===== src/fcr_pkg.sv =====
// Shared constants and widths for the filled circle rasterizer.
package fcr_pkg;

    // Largest diameter honoured; larger requests saturate to it
    localparam int MAX_DIAMETER  = 1024;
    // Largest effective frame dimension; larger register values saturate to it
    localparam int MAX_FRAME_DIM = 4096;

    // Field widths fixed by the interface
    localparam int COORD_W = 13;
    localparam int DIAM_W  = 11;
    localparam int DIM_W   = 13;
    localparam int ADDR_W  = 26;
    localparam int CHAN_W  = 8;

    // Derived internal widths
    localparam int HALF_W = $clog2(MAX_DIAMETER / 2 + 1);   // half size
    localparam int SPAN_W = HALF_W + 1;                      // 2 * half size
    localparam int OFS_W  = SPAN_W;                          // signed offset from centre
    localparam int POS_W  = COORD_W + 1;                     // signed absolute position
    localparam int SQ_W   = 2 * HALF_W;                      // one squared offset
    localparam int SUM_W  = SQ_W + 1;                        // sum of two squares

    localparam logic [DIAM_W-1:0] DIAM_LIMIT = DIAM_W'(MAX_DIAMETER);
    localparam logic [DIM_W-1:0]  DIM_LIMIT  = DIM_W'(MAX_FRAME_DIM);

    // Configuration register indexes
    typedef enum logic [0:0] {
        CFG_FRAME_WIDTH  = 1'b0,
        CFG_FRAME_HEIGHT = 1'b1
    } cfg_index_t;

    // Input actions
    typedef enum logic [0:0] {
        ACT_START = 1'b0,
        ACT_STEP  = 1'b1
    } action_t;

endpackage


===== src/filled_circle_rasterizer.sv =====
// Filled circle rasterizer: bounding-box scan with circle and frame clipping.
//
//   channel  | handshake               | word
//   ---------+-------------------------+----------------------------------------
//   s_       | s_valid / s_ready       | action, centre, diameter, RGBA colour
//   m_       | m_valid / m_ready       | write enable, byte address, RGBA, last
//   cfg_     | cfg_write (no wait)     | frame_width / frame_height
//
// One word in, one word out; a new word can be taken every cycle. The scan
// position and the output register are both updated at the accepting edge,
// so a result is offered the cycle after its word is taken. The output
// register drains while a new word is taken, so the rate is one per clock
// unless m_ready is held low. Reset is synchronous, active low, and leaves
// the block idle with a 640x480 frame.
module filled_circle_rasterizer (
    input  logic                          aclk,
    input  logic                          aresetn,
    // configuration
    input  logic                          cfg_write,
    input  logic                          cfg_index,
    input  logic [fcr_pkg::DIM_W-1:0]     cfg_data,
    // input words
    input  logic                          s_valid,
    output logic                          s_ready,
    input  logic                          s_action,
    input  logic [fcr_pkg::COORD_W-1:0]   s_center_x,
    input  logic [fcr_pkg::COORD_W-1:0]   s_center_y,
    input  logic [fcr_pkg::DIAM_W-1:0]    s_diameter,
    input  logic [fcr_pkg::CHAN_W-1:0]    s_red,
    input  logic [fcr_pkg::CHAN_W-1:0]    s_green,
    input  logic [fcr_pkg::CHAN_W-1:0]    s_blue,
    input  logic [fcr_pkg::CHAN_W-1:0]    s_alpha,
    // result words
    output logic                          m_valid,
    input  logic                          m_ready,
    output logic                          m_write_enable,
    output logic [fcr_pkg::ADDR_W-1:0]    m_byte_address,
    output logic [fcr_pkg::CHAN_W-1:0]    m_out_red,
    output logic [fcr_pkg::CHAN_W-1:0]    m_out_green,
    output logic [fcr_pkg::CHAN_W-1:0]    m_out_blue,
    output logic [fcr_pkg::CHAN_W-1:0]    m_out_alpha,
    output logic                          m_last_position
);
    import fcr_pkg::*;

    // Configuration registers
    logic [DIM_W-1:0] frame_width_reg, frame_height_reg;

    // Scan state
    logic [HALF_W-1:0]  scan_col_reg, scan_col_next;
    logic [HALF_W-1:0]  scan_row_reg, scan_row_next;
    logic [COORD_W-1:0] center_x_reg, center_x_next;
    logic [COORD_W-1:0] center_y_reg, center_y_next;
    logic [HALF_W-1:0]  half_size_reg, half_size_next;
    logic [CHAN_W-1:0]  red_reg, red_next, green_reg, green_next;
    logic [CHAN_W-1:0]  blue_reg, blue_next, alpha_reg, alpha_next;
    logic               active_reg, active_next;

    // Output register
    logic               m_valid_reg;
    logic               we_reg, we_next;
    logic [ADDR_W-1:0]  addr_reg, addr_next;
    logic               last_reg, last_next;

    logic accept;

    // Datapath for the current scan position
    logic [DIAM_W-1:0]      diam_sat;
    logic [SPAN_W-1:0]      span;
    logic [OFS_W-1:0]       dx, dy, abs_dx, abs_dy;
    logic [HALF_W-1:0]      mag_dx, mag_dy;
    logic [SQ_W-1:0]        sq_dx, sq_dy, sq_h;
    logic [SUM_W-1:0]       sq_sum;
    logic [POS_W-1:0]       pos_x, pos_y;
    logic [DIM_W-1:0]       eff_w, eff_h;
    logic                   in_circle, in_frame;
    logic [ADDR_W-1:0]      row_base, pixel_index;
    logic [SPAN_W-1:0]      row_inc, col_inc;

    assign accept  = s_valid && s_ready;
    assign s_ready = !m_valid_reg || m_ready;

    // Offsets from the centre and circle test
    always_comb begin
        span      = {half_size_reg, 1'b0};
        dx        = {1'b0, scan_col_reg} - {1'b0, half_size_reg};
        dy        = {1'b0, scan_row_reg} - {1'b0, half_size_reg};
        abs_dx    = dx[OFS_W-1] ? (~dx + OFS_W'(1)) : dx;
        abs_dy    = dy[OFS_W-1] ? (~dy + OFS_W'(1)) : dy;
        mag_dx    = abs_dx[HALF_W-1:0];
        mag_dy    = abs_dy[HALF_W-1:0];
        sq_dx     = mag_dx * mag_dx;
        sq_dy     = mag_dy * mag_dy;
        sq_h      = half_size_reg * half_size_reg;
        sq_sum    = {1'b0, sq_dx} + {1'b0, sq_dy};
        in_circle = sq_sum < {1'b0, sq_h};
    end

    // Absolute position, frame clip and byte address
    always_comb begin
        pos_x    = {center_x_reg[COORD_W-1], center_x_reg}
                 + {{(POS_W-OFS_W){dx[OFS_W-1]}}, dx};
        pos_y    = {center_y_reg[COORD_W-1], center_y_reg}
                 + {{(POS_W-OFS_W){dy[OFS_W-1]}}, dy};
        eff_w    = (frame_width_reg  > DIM_LIMIT) ? DIM_LIMIT : frame_width_reg;
        eff_h    = (frame_height_reg > DIM_LIMIT) ? DIM_LIMIT : frame_height_reg;
        in_frame = !pos_x[POS_W-1] && (pos_x[DIM_W-1:0] < eff_w)
                && !pos_y[POS_W-1] && (pos_y[DIM_W-1:0] < eff_h);
        row_base    = ADDR_W'(eff_w * pos_y[DIM_W-1:0]);
        pixel_index = row_base + ADDR_W'(pos_x[DIM_W-1:0]);
    end

    // Next state and next result word
    always_comb begin
        diam_sat       = (s_diameter > DIAM_LIMIT) ? DIAM_LIMIT : s_diameter;
        row_inc        = {1'b0, scan_row_reg} + SPAN_W'(1);
        col_inc        = {1'b0, scan_col_reg} + SPAN_W'(1);

        scan_col_next  = scan_col_reg;
        scan_row_next  = scan_row_reg;
        center_x_next  = center_x_reg;
        center_y_next  = center_y_reg;
        half_size_next = half_size_reg;
        red_next       = red_reg;
        green_next     = green_reg;
        blue_next      = blue_reg;
        alpha_next     = alpha_reg;
        active_next    = active_reg;
        we_next        = 1'b0;
        addr_next      = '0;
        last_next      = 1'b1;

        if (s_action == ACT_START) begin
            center_x_next  = s_center_x;
            center_y_next  = s_center_y;
            half_size_next = diam_sat[DIAM_W-1:1];
            red_next       = s_red;
            green_next     = s_green;
            blue_next      = s_blue;
            alpha_next     = s_alpha;
            scan_col_next  = '0;
            scan_row_next  = '0;
            active_next    = (diam_sat[DIAM_W-1:1] != '0);
            last_next      = (diam_sat[DIAM_W-1:1] == '0);
        end else if (active_reg) begin
            if (in_circle && in_frame) begin
                we_next   = 1'b1;
                addr_next = {pixel_index[ADDR_W-3:0], 2'b00};
            end
            last_next = 1'b0;
            if (row_inc >= span) begin
                scan_row_next = '0;
                if (col_inc >= span) begin
                    scan_col_next = '0;
                    active_next   = 1'b0;
                    last_next     = 1'b1;
                end else begin
                    scan_col_next = col_inc[HALF_W-1:0];
                end
            end else begin
                scan_row_next = row_inc[HALF_W-1:0];
            end
        end
    end

    // Configuration writes
    always_ff @(posedge aclk) begin
        if (!aresetn) begin
            frame_width_reg  <= DIM_W'(640);
            frame_height_reg <= DIM_W'(480);
        end else if (cfg_write) begin
            unique case (cfg_index_t'(cfg_index))
                CFG_FRAME_WIDTH:  frame_width_reg  <= cfg_data;
                CFG_FRAME_HEIGHT: frame_height_reg <= cfg_data;
                default:          frame_width_reg  <= frame_width_reg;
            endcase
        end
    end

    // Scan state, updated per accepted word
    always_ff @(posedge aclk) begin
        if (!aresetn) begin
            scan_col_reg  <= '0;
            scan_row_reg  <= '0;
            center_x_reg  <= '0;
            center_y_reg  <= '0;
            half_size_reg <= '0;
            red_reg       <= '0;
            green_reg     <= '0;
            blue_reg      <= '0;
            alpha_reg     <= '0;
            active_reg    <= 1'b0;
        end else if (accept) begin
            scan_col_reg  <= scan_col_next;
            scan_row_reg  <= scan_row_next;
            center_x_reg  <= center_x_next;
            center_y_reg  <= center_y_next;
            half_size_reg <= half_size_next;
            red_reg       <= red_next;
            green_reg     <= green_next;
            blue_reg      <= blue_next;
            alpha_reg     <= alpha_next;
            active_reg    <= active_next;
        end
    end

    // Output valid
    always_ff @(posedge aclk) begin
        if (!aresetn) begin
            m_valid_reg <= 1'b0;
        end else if (accept) begin
            m_valid_reg <= 1'b1;
        end else if (m_ready) begin
            m_valid_reg <= 1'b0;
        end
    end

    // Output payload
    always_ff @(posedge aclk) begin
        if (accept) begin
            we_reg   <= we_next;
            addr_reg <= addr_next;
            last_reg <= last_next;
        end
    end

    assign m_valid         = m_valid_reg;
    assign m_write_enable  = we_reg;
    assign m_byte_address  = addr_reg;
    // colour registers hold the value seen by the word now in the output stage
    assign m_out_red       = red_reg;
    assign m_out_green     = green_reg;
    assign m_out_blue      = blue_reg;
    assign m_out_alpha     = alpha_reg;
    assign m_last_position = last_reg;

endmodule


===== config.mk =====
export PLATFORM = sky130hd
export DESIGN_NAME = filled_circle_rasterizer
export DESIGN_NICKNAME = d
export VERILOG_FILES = /design/src/fcr_pkg.sv /design/src/filled_circle_rasterizer.sv
export SDC_FILE = /design/constraint.sdc
export NUM_CORES = 1
export LEC_CHECK = 0
export ABC_AREA = 0
export ABC_CLOCK_PERIOD_IN_PS = 18310
export BUFFER_PORTS_ARGS = -buffer_cell sky130_fd_sc_hd__buf_2
export CORE_MARGIN = 2
export CORE_UTILIZATION = 69
export CTS_CLUSTER_SIZE = 24
export DETAILED_ROUTE_END_ITERATION = 8
export GPL_TIMING_DRIVEN = 0
export PLACE_DENSITY = 0.92
export RECOVER_POWER = 50
export SYNTH_ARGS = -nofsm -noshare
export SYNTH_HDL_FRONTEND = slang
export SYNTH_SLANG_ARGS = --single-unit

===== constraint.sdc =====
create_clock -name aclk -period 18.31 [get_ports aclk]
set_input_delay 0 -clock aclk [delete_from_list [all_inputs] [get_ports aclk]]
set_output_delay 0 -clock aclk [all_outputs]
set_load 0.03 [all_outputs]

# Word level (Yosys, flattened, before mapping)
# Index checks and enable logic that the tools add are counted.
# totals
output_inout_bits	62
inputBits	89
ff_bits	144
word_cells	87
# classes
n_bitwise	4
magnitude_cmp	8
multipliers	4
eq_ne	2
n_reduce_logical	19
n_mux	23
addsub	10
# op_table
op	n
$mux 10	9
$mul 10x10->20	3
$add 13x11->14	2
$gt 13x13->1 const B	2
$lt 13x13->1	2
$mux 13	2
$add 24x13->24	1
$mul 13x13->24	1
$add 10x1->11 const B	2
$ge 11x11->1	2
$sub 10x10->11	2
$add 20x20->21	1
$lt 21x20->1	1
$add 10x1->10 const B	2
$not 10->10	2
$gt 11x11->1 const B	1
$mux 1	11
$mux 11	1
$logic_not 10->1	1
$reduce_and 2->1	5
$reduce_bool 10->1	1
$reduce_and 3->1	2
$logic_and 1x1->1	5
$ne 2x1->1 const B	2
other kinds (4)	7

# Depth between registers and ports, before layout
# logic_depth
depth_word	9
depth_mapped	44
ltp_nobuf	43

# Worst setup path after synthesis
# Ideal clock, no wire load.
# synth_timing
path_type	flip-flop to flip-flop
startpoint	reg half_size_reg[1]
endpoint	reg addr_reg[10], in the netlist m_byte_address[10], data pin
path_slack_ns	8.355
stages_incl_launch_ff	38
required_ns	18.153
setup_time_ns	0.157
period_less_slack_ns	9.955
arrival_time_ns	9.798
path_buffers	2
path_cell_list	dfxtp_1 -> clkbuf_1 -> inv_1 -> fa_1 -> a21o_1 -> a211o_1 -> a2111oi_2 -> nor2_1 -> xor2_1 -> o31ai_4 -> xor2_2 -> nand2_1 -> fa_1 -> fa_1 -> inv_1 -> fa_1 -> fa_1 -> fa_1 -> [... 2 more ...] -> fa_1 -> inv_1 -> ha_1 -> a31oi_1 -> o21ai_0 -> a2111oi_0 -> o31ai_1 -> a21oi_1 -> xnor2_1 -> ha_1 -> nor3_1 -> nand4_1 -> a311oi_1 -> and3_1 -> nand4b_1 -> a221o_1 -> buf_2 -> nor3_1
# synth_via
elab_chain_len	9
elab_cells_between_ends	26
cone_classes	add/sub (8); mul (4); order compare (3); mux (2); bitwise (2); reduce/logical (7)
# synth_lines
element	line	rtl
start: declaration	filled_circle_rasterizer.sv:54	logic [HALF_W-1:0] half_size_reg, half_size_next;
start signal: assignment	filled_circle_rasterizer.sv:198	half_size_reg <= half_size_next;
$sub 10x10->11, on equally long branches	filled_circle_rasterizer.sv:86, filled_circle_rasterizer.sv:87	
$not 10->10, on equally long branches	filled_circle_rasterizer.sv:88, filled_circle_rasterizer.sv:89	
$add 10x1->10, on equally long branches	filled_circle_rasterizer.sv:88, filled_circle_rasterizer.sv:89	
$mux 10, on equally long branches	filled_circle_rasterizer.sv:88, filled_circle_rasterizer.sv:89	
$mul 10x10->20, on equally long branches	filled_circle_rasterizer.sv:92, filled_circle_rasterizer.sv:93	
$add 20x20->21	filled_circle_rasterizer.sv:95	sq_sum = {1'b0, sq_dx} + {1'b0, sq_dy};
$lt 21x20->1	filled_circle_rasterizer.sv:96	in_circle = sq_sum < {1'b0, sq_h};
$logic_and 1x1->1	filled_circle_rasterizer.sv:146	if (in_circle && in_frame) begin
$reduce_and 3->1 (no line)	-	
end signal: assignment	filled_circle_rasterizer.sv:222	addr_reg <= addr_next;
end: declaration	filled_circle_rasterizer.sv:62	logic [ADDR_W-1:0] addr_reg, addr_next;
# Several ways; a longest one is shown, not always the timed one.
# A chain may end at the register's enable or synchronous reset.

# Final worst setup path
# layout_timing
startpoint	reg half_size_reg[1]
endpoint	reg addr_reg[16], in the netlist m_byte_address[16], data pin
# Same word-level chain as after synthesis.

==> metrics <==
status=finished, final reports clean; Setup Crit Path Kind=reg2reg; number of top-level pins=151; Post-synth ARST share=0%; Static Leak=13.2 nW; max FFs per register=24; DP HPWL=54,400 µm; TritonCTS buffer count=17; Initial Utilization=70.5%; Area Growth Syn to Fin=11.5%; CP max-delay cell=a21oi_1; r2r worst-path depth=41; Worst-Margin Slew=1.36 ns; worst endpoint data arrival time=12.86 ns; initial antenna violation count=4; peak supply drop=334 µV; RSZ-0062 raised after global routing=no; met3 usage=8.74%; Max Buffers Root-to-Sink=2; synthesized area per cell=8.56 µm²; first-pass GRT wire length=117,000 µm; 1st-iter DRT viols=2,315; Core Region=33,700 µm²; IO Port Bufs=147; # setup viols final=0; CTS clk-pin slew, worst paths=0.07 ns; gr busiest metal=met2; vias in the first global route=23,000; register bit total from synthesis=142; Hold Slack=0.0779 ns; max-cap viol count=0; Vias=22,100; Fin. Hold Viols=0; vias per cell=6.32; setup TNS=0 ns; Final nets=3,754; final setup margin=5.72 ns; Slew Viols, Final=0; clock root buffer=clkbuf_16; pwr dens=175 nW/µm²; ys flop type=dfxtp_1; clock sink count=142; Crit path required time=18.58 ns; Reg2Reg Setup Slack=5.72 ns; H-tree levels=4; wire length per cell=21.0 µm; Crit Reg-Reg Startpoint=half_size_reg[1]$_SDFFE_PN0P_; Worst setup SP type=register; largest net degree at the start of global routing=28; crit end category=register; Critical Path Most Common Cell=fa_1; ANT nets after route=0; met1 GRT Util=48.4%; GRT met2 Usage=69.6%; die span in y=190 µm; clk_lat worst skew=0.47 ns; GRT Util Overall=41.9%; Worst Skew=0.0213 ns; WL final=73,300 µm; total gr overflow=0; Row Count=67; sequential fraction of the synthesis area=13.1%; pre-CTS WS=6.12 ns; Netlist cell types=92; drt drc=0; Worst Hold Path EP=half_size_reg[3]$_SDFFE_PN0P_; CTS tree=done; Worst R2R End=m_byte_address[16]$_SDFFCE_PN0P_; number of flops mapped to enable cells by yosys=26; fin crit period=12.59 ns; Gate Count Post-Synth=2,775; hold_sp=s_diameter[0]; die area=35,900 µm²; yosys warns=0; crit path max fanout=12; Worst path max stage delay=0.84 ns; Worst Hold Class=in2reg; Max Clk Rate=0.0794 GHz; layout cells sized above 1=5.58%; Slew headroom=9.36%; Die Width=190 µm; Netlist Area Pre-Place=23,800 µm²; DRT Pass-1 Iters=8; hold depth=5; post-CTS setup buffers=0; fin cells=3,499; Final Cycle Share=68.7%; RePlAce Congestion=0.979; placed instance count=3,371
[kinds of logic after synthesis]
kind of cell	Yosys count	share of synthesized area, %
buffers and inverters	537	8.59
other	1	0.0158
AND/OR/NAND/NOR	895	17.0
XOR/XNOR	133	5.22
flip-flops	142	13.1
multiplexers	7	0.311
AO/OA/AOI/OAI	427	12.7
adder cells (fa/ha/maj)	633	43.1
[per-layer routing]
| layer | wire length [µm] | part of all wire, % | vias to the layer above |
|---|---|---|---|
| met4 | 5820 | 7.9 | 0 |
| met2 | 34700 | 47 | 1554 |
| met5 | 0 | 0 | - |
| li1 | - | - | 9545 |
| met3 | 7500 | 10 | 490 |
| met1 | 25300 | 35 | 10500 |
[layout by cell type, fill, tap and decap left out, types with 7 or more instances in the layout]
master and count:
inv_1 445, nand2_1 401, ha_1 325, fa_1 308
nor2_1 211, clkbuf_1 134, dfxtp_1 116, a21boi_0 99
buf_2 93, dlygate4sd3_1 90, xnor2_1 79, a21oi_1 70
o21ai_0 61, nor3_1 46, xor2_1 45, and2_1 40
nand3_1 37, a21o_1 34, nand2b_1 32, nor2b_1 31
o21a_1 27, edfxtp_1 26, and3_1 24, clkbuf_16 17
a211oi_1 15, or3_1 12, or2_2 10, a22oi_1 10
a31oi_1 9, o31a_1 9, nand4_1 9, o211ai_1 8
nor4_1 8, a211o_1 7, o31ai_1 7, or4_1 7
[critical path, delay by kind of cell, from the launching register on]
family / cells / cell delay (ns)
buffers and inverters: 10 / 2.06
adders and majority gates: 10 / 4.76
AOI/OAI and AO/OA: 12 / 3.78
and+or+nand+nor: 8 / 1.32
DFF: 1 / 0.32
xor gates and xnor gates: 1 / 0.11
[synthesized netlist by cell type (5+ instances only)]
| library cell | n | share of area [%] |
|---|---|---|
| nand4_1 | 9 | 0.24 |
| nor3b_1 | 5 | 0.16 |
| nor4_1 | 8 | 0.21 |
| o21bai_1 | 6 | 0.19 |
| inv_1 | 445 | 7.0 |
| nand2b_1 | 32 | 0.84 |
| nor3_1 | 46 | 0.97 |
| a211o_1 | 7 | 0.26 |
| a21o_1 | 34 | 1.1 |
| a2111oi_0 | 6 | 0.22 |
| o31a_1 | 9 | 0.33 |
| a22oi_1 | 10 | 0.32 |
| o211ai_1 | 8 | 0.25 |
| ha_1 | 325 | 17 |
| o21ai_0 | 61 | 1.3 |
| nor2_1 | 211 | 3.3 |
| and4b_1 | 6 | 0.25 |
| nor2b_1 | 31 | 0.82 |
| xnor2_1 | 79 | 2.9 |
| fa_1 | 308 | 26 |
| buf_2 | 8 | 0.17 |
| o2111ai_1 | 6 | 0.22 |
| dfxtp_1 | 116 | 9.8 |
| a21boi_0 | 99 | 3.1 |
| or2_2 | 10 | 0.26 |
| nand3_1 | 37 | 0.78 |
| clkbuf_1 | 71 | 1.1 |
| and2_1 | 41 | 1.1 |
| o31ai_1 | 7 | 0.22 |
| o21a_1 | 27 | 0.85 |
| a211oi_1 | 15 | 0.47 |
| or4_1 | 7 | 0.22 |
| edfxtp_1 | 26 | 3.3 |
| a21oi_1 | 70 | 1.5 |
| xor2_1 | 45 | 1.7 |
| and3_1 | 24 | 0.63 |
| o21ai_1 | 5 | 0.11 |
| or3_1 | 12 | 0.32 |
| nand2_1 | 401 | 6.3 |
| a31oi_1 | 9 | 0.24 |
| inv_2 | 5 | 0.079 |
[final cells by class]
class | instances | area [µm²]
antenna | 6 | 15.0
buffer | 85 | 344
clock buffer | 19 | 443
clock inverter | 13 | 153
fill | 2154 | 7200
inverter | 452 | 1700
multi-input combinational | 2097 | 18600
sequential | 142 | 3100
tap | 448 | 561
timing repair buffer | 237 | 1560
[metrics by stage]
stage | utilization (%) | power [W] | cell area (µm²)
2_1_floorplan | - | 0.00316 | 23800
3_3_place_gp | 74.4 | 0.00394 | 25100
3_5_place_dp | 74.4 | 0.00413 | 25100
4_1_cts | 78.8 | 0.00456 | 26600
5_1_grt | 78.6 | 0.00506 | 26500
6_report | 78.6 | 0.00465 | 26500
[report_power, final]
| part | internal (W) | total (W) | leakage, nW | switching (W) |
|---|---|---|---|---|
| logic | 0.00163 | 0.00393 | 11.7 | 0.00230 |
| registers | 0.000331 | 0.000340 | 1.21 | 0.00000955 |
| clock network | 0.000208 | 0.000383 | 0.289 | 0.000175 |
[worst max-delay path by stage]
stage	cells after the start	startpoint	to
floorplan	37	half_size_reg[1]$_SDFFE_PN0P_	m_byte_address[10]$_SDFFCE_PN0P_
global placement	41	half_size_reg[1]$_SDFFE_PN0P_	m_byte_address[16]$_SDFFCE_PN0P_
detailed placement	41	half_size_reg[1]$_SDFFE_PN0P_	m_byte_address[22]$_SDFFCE_PN0P_
CTS	41	half_size_reg[1]$_SDFFE_PN0P_	m_byte_address[16]$_SDFFCE_PN0P_
global route	41	half_size_reg[1]$_SDFFE_PN0P_	m_byte_address[16]$_SDFFCE_PN0P_
finish	41	half_size_reg[1]$_SDFFE_PN0P_	m_byte_address[16]$_SDFFCE_PN0P_
[repair_timing]
action | in CTS | in global routing
setup endpoints to repair | 0 | 0
endpoints found under the hold margin | 95 | 0
hold buffers | 90 | 0
gates resized for setup | 0 | 0
No activity file was read; power rests on OpenSTA's default activity.
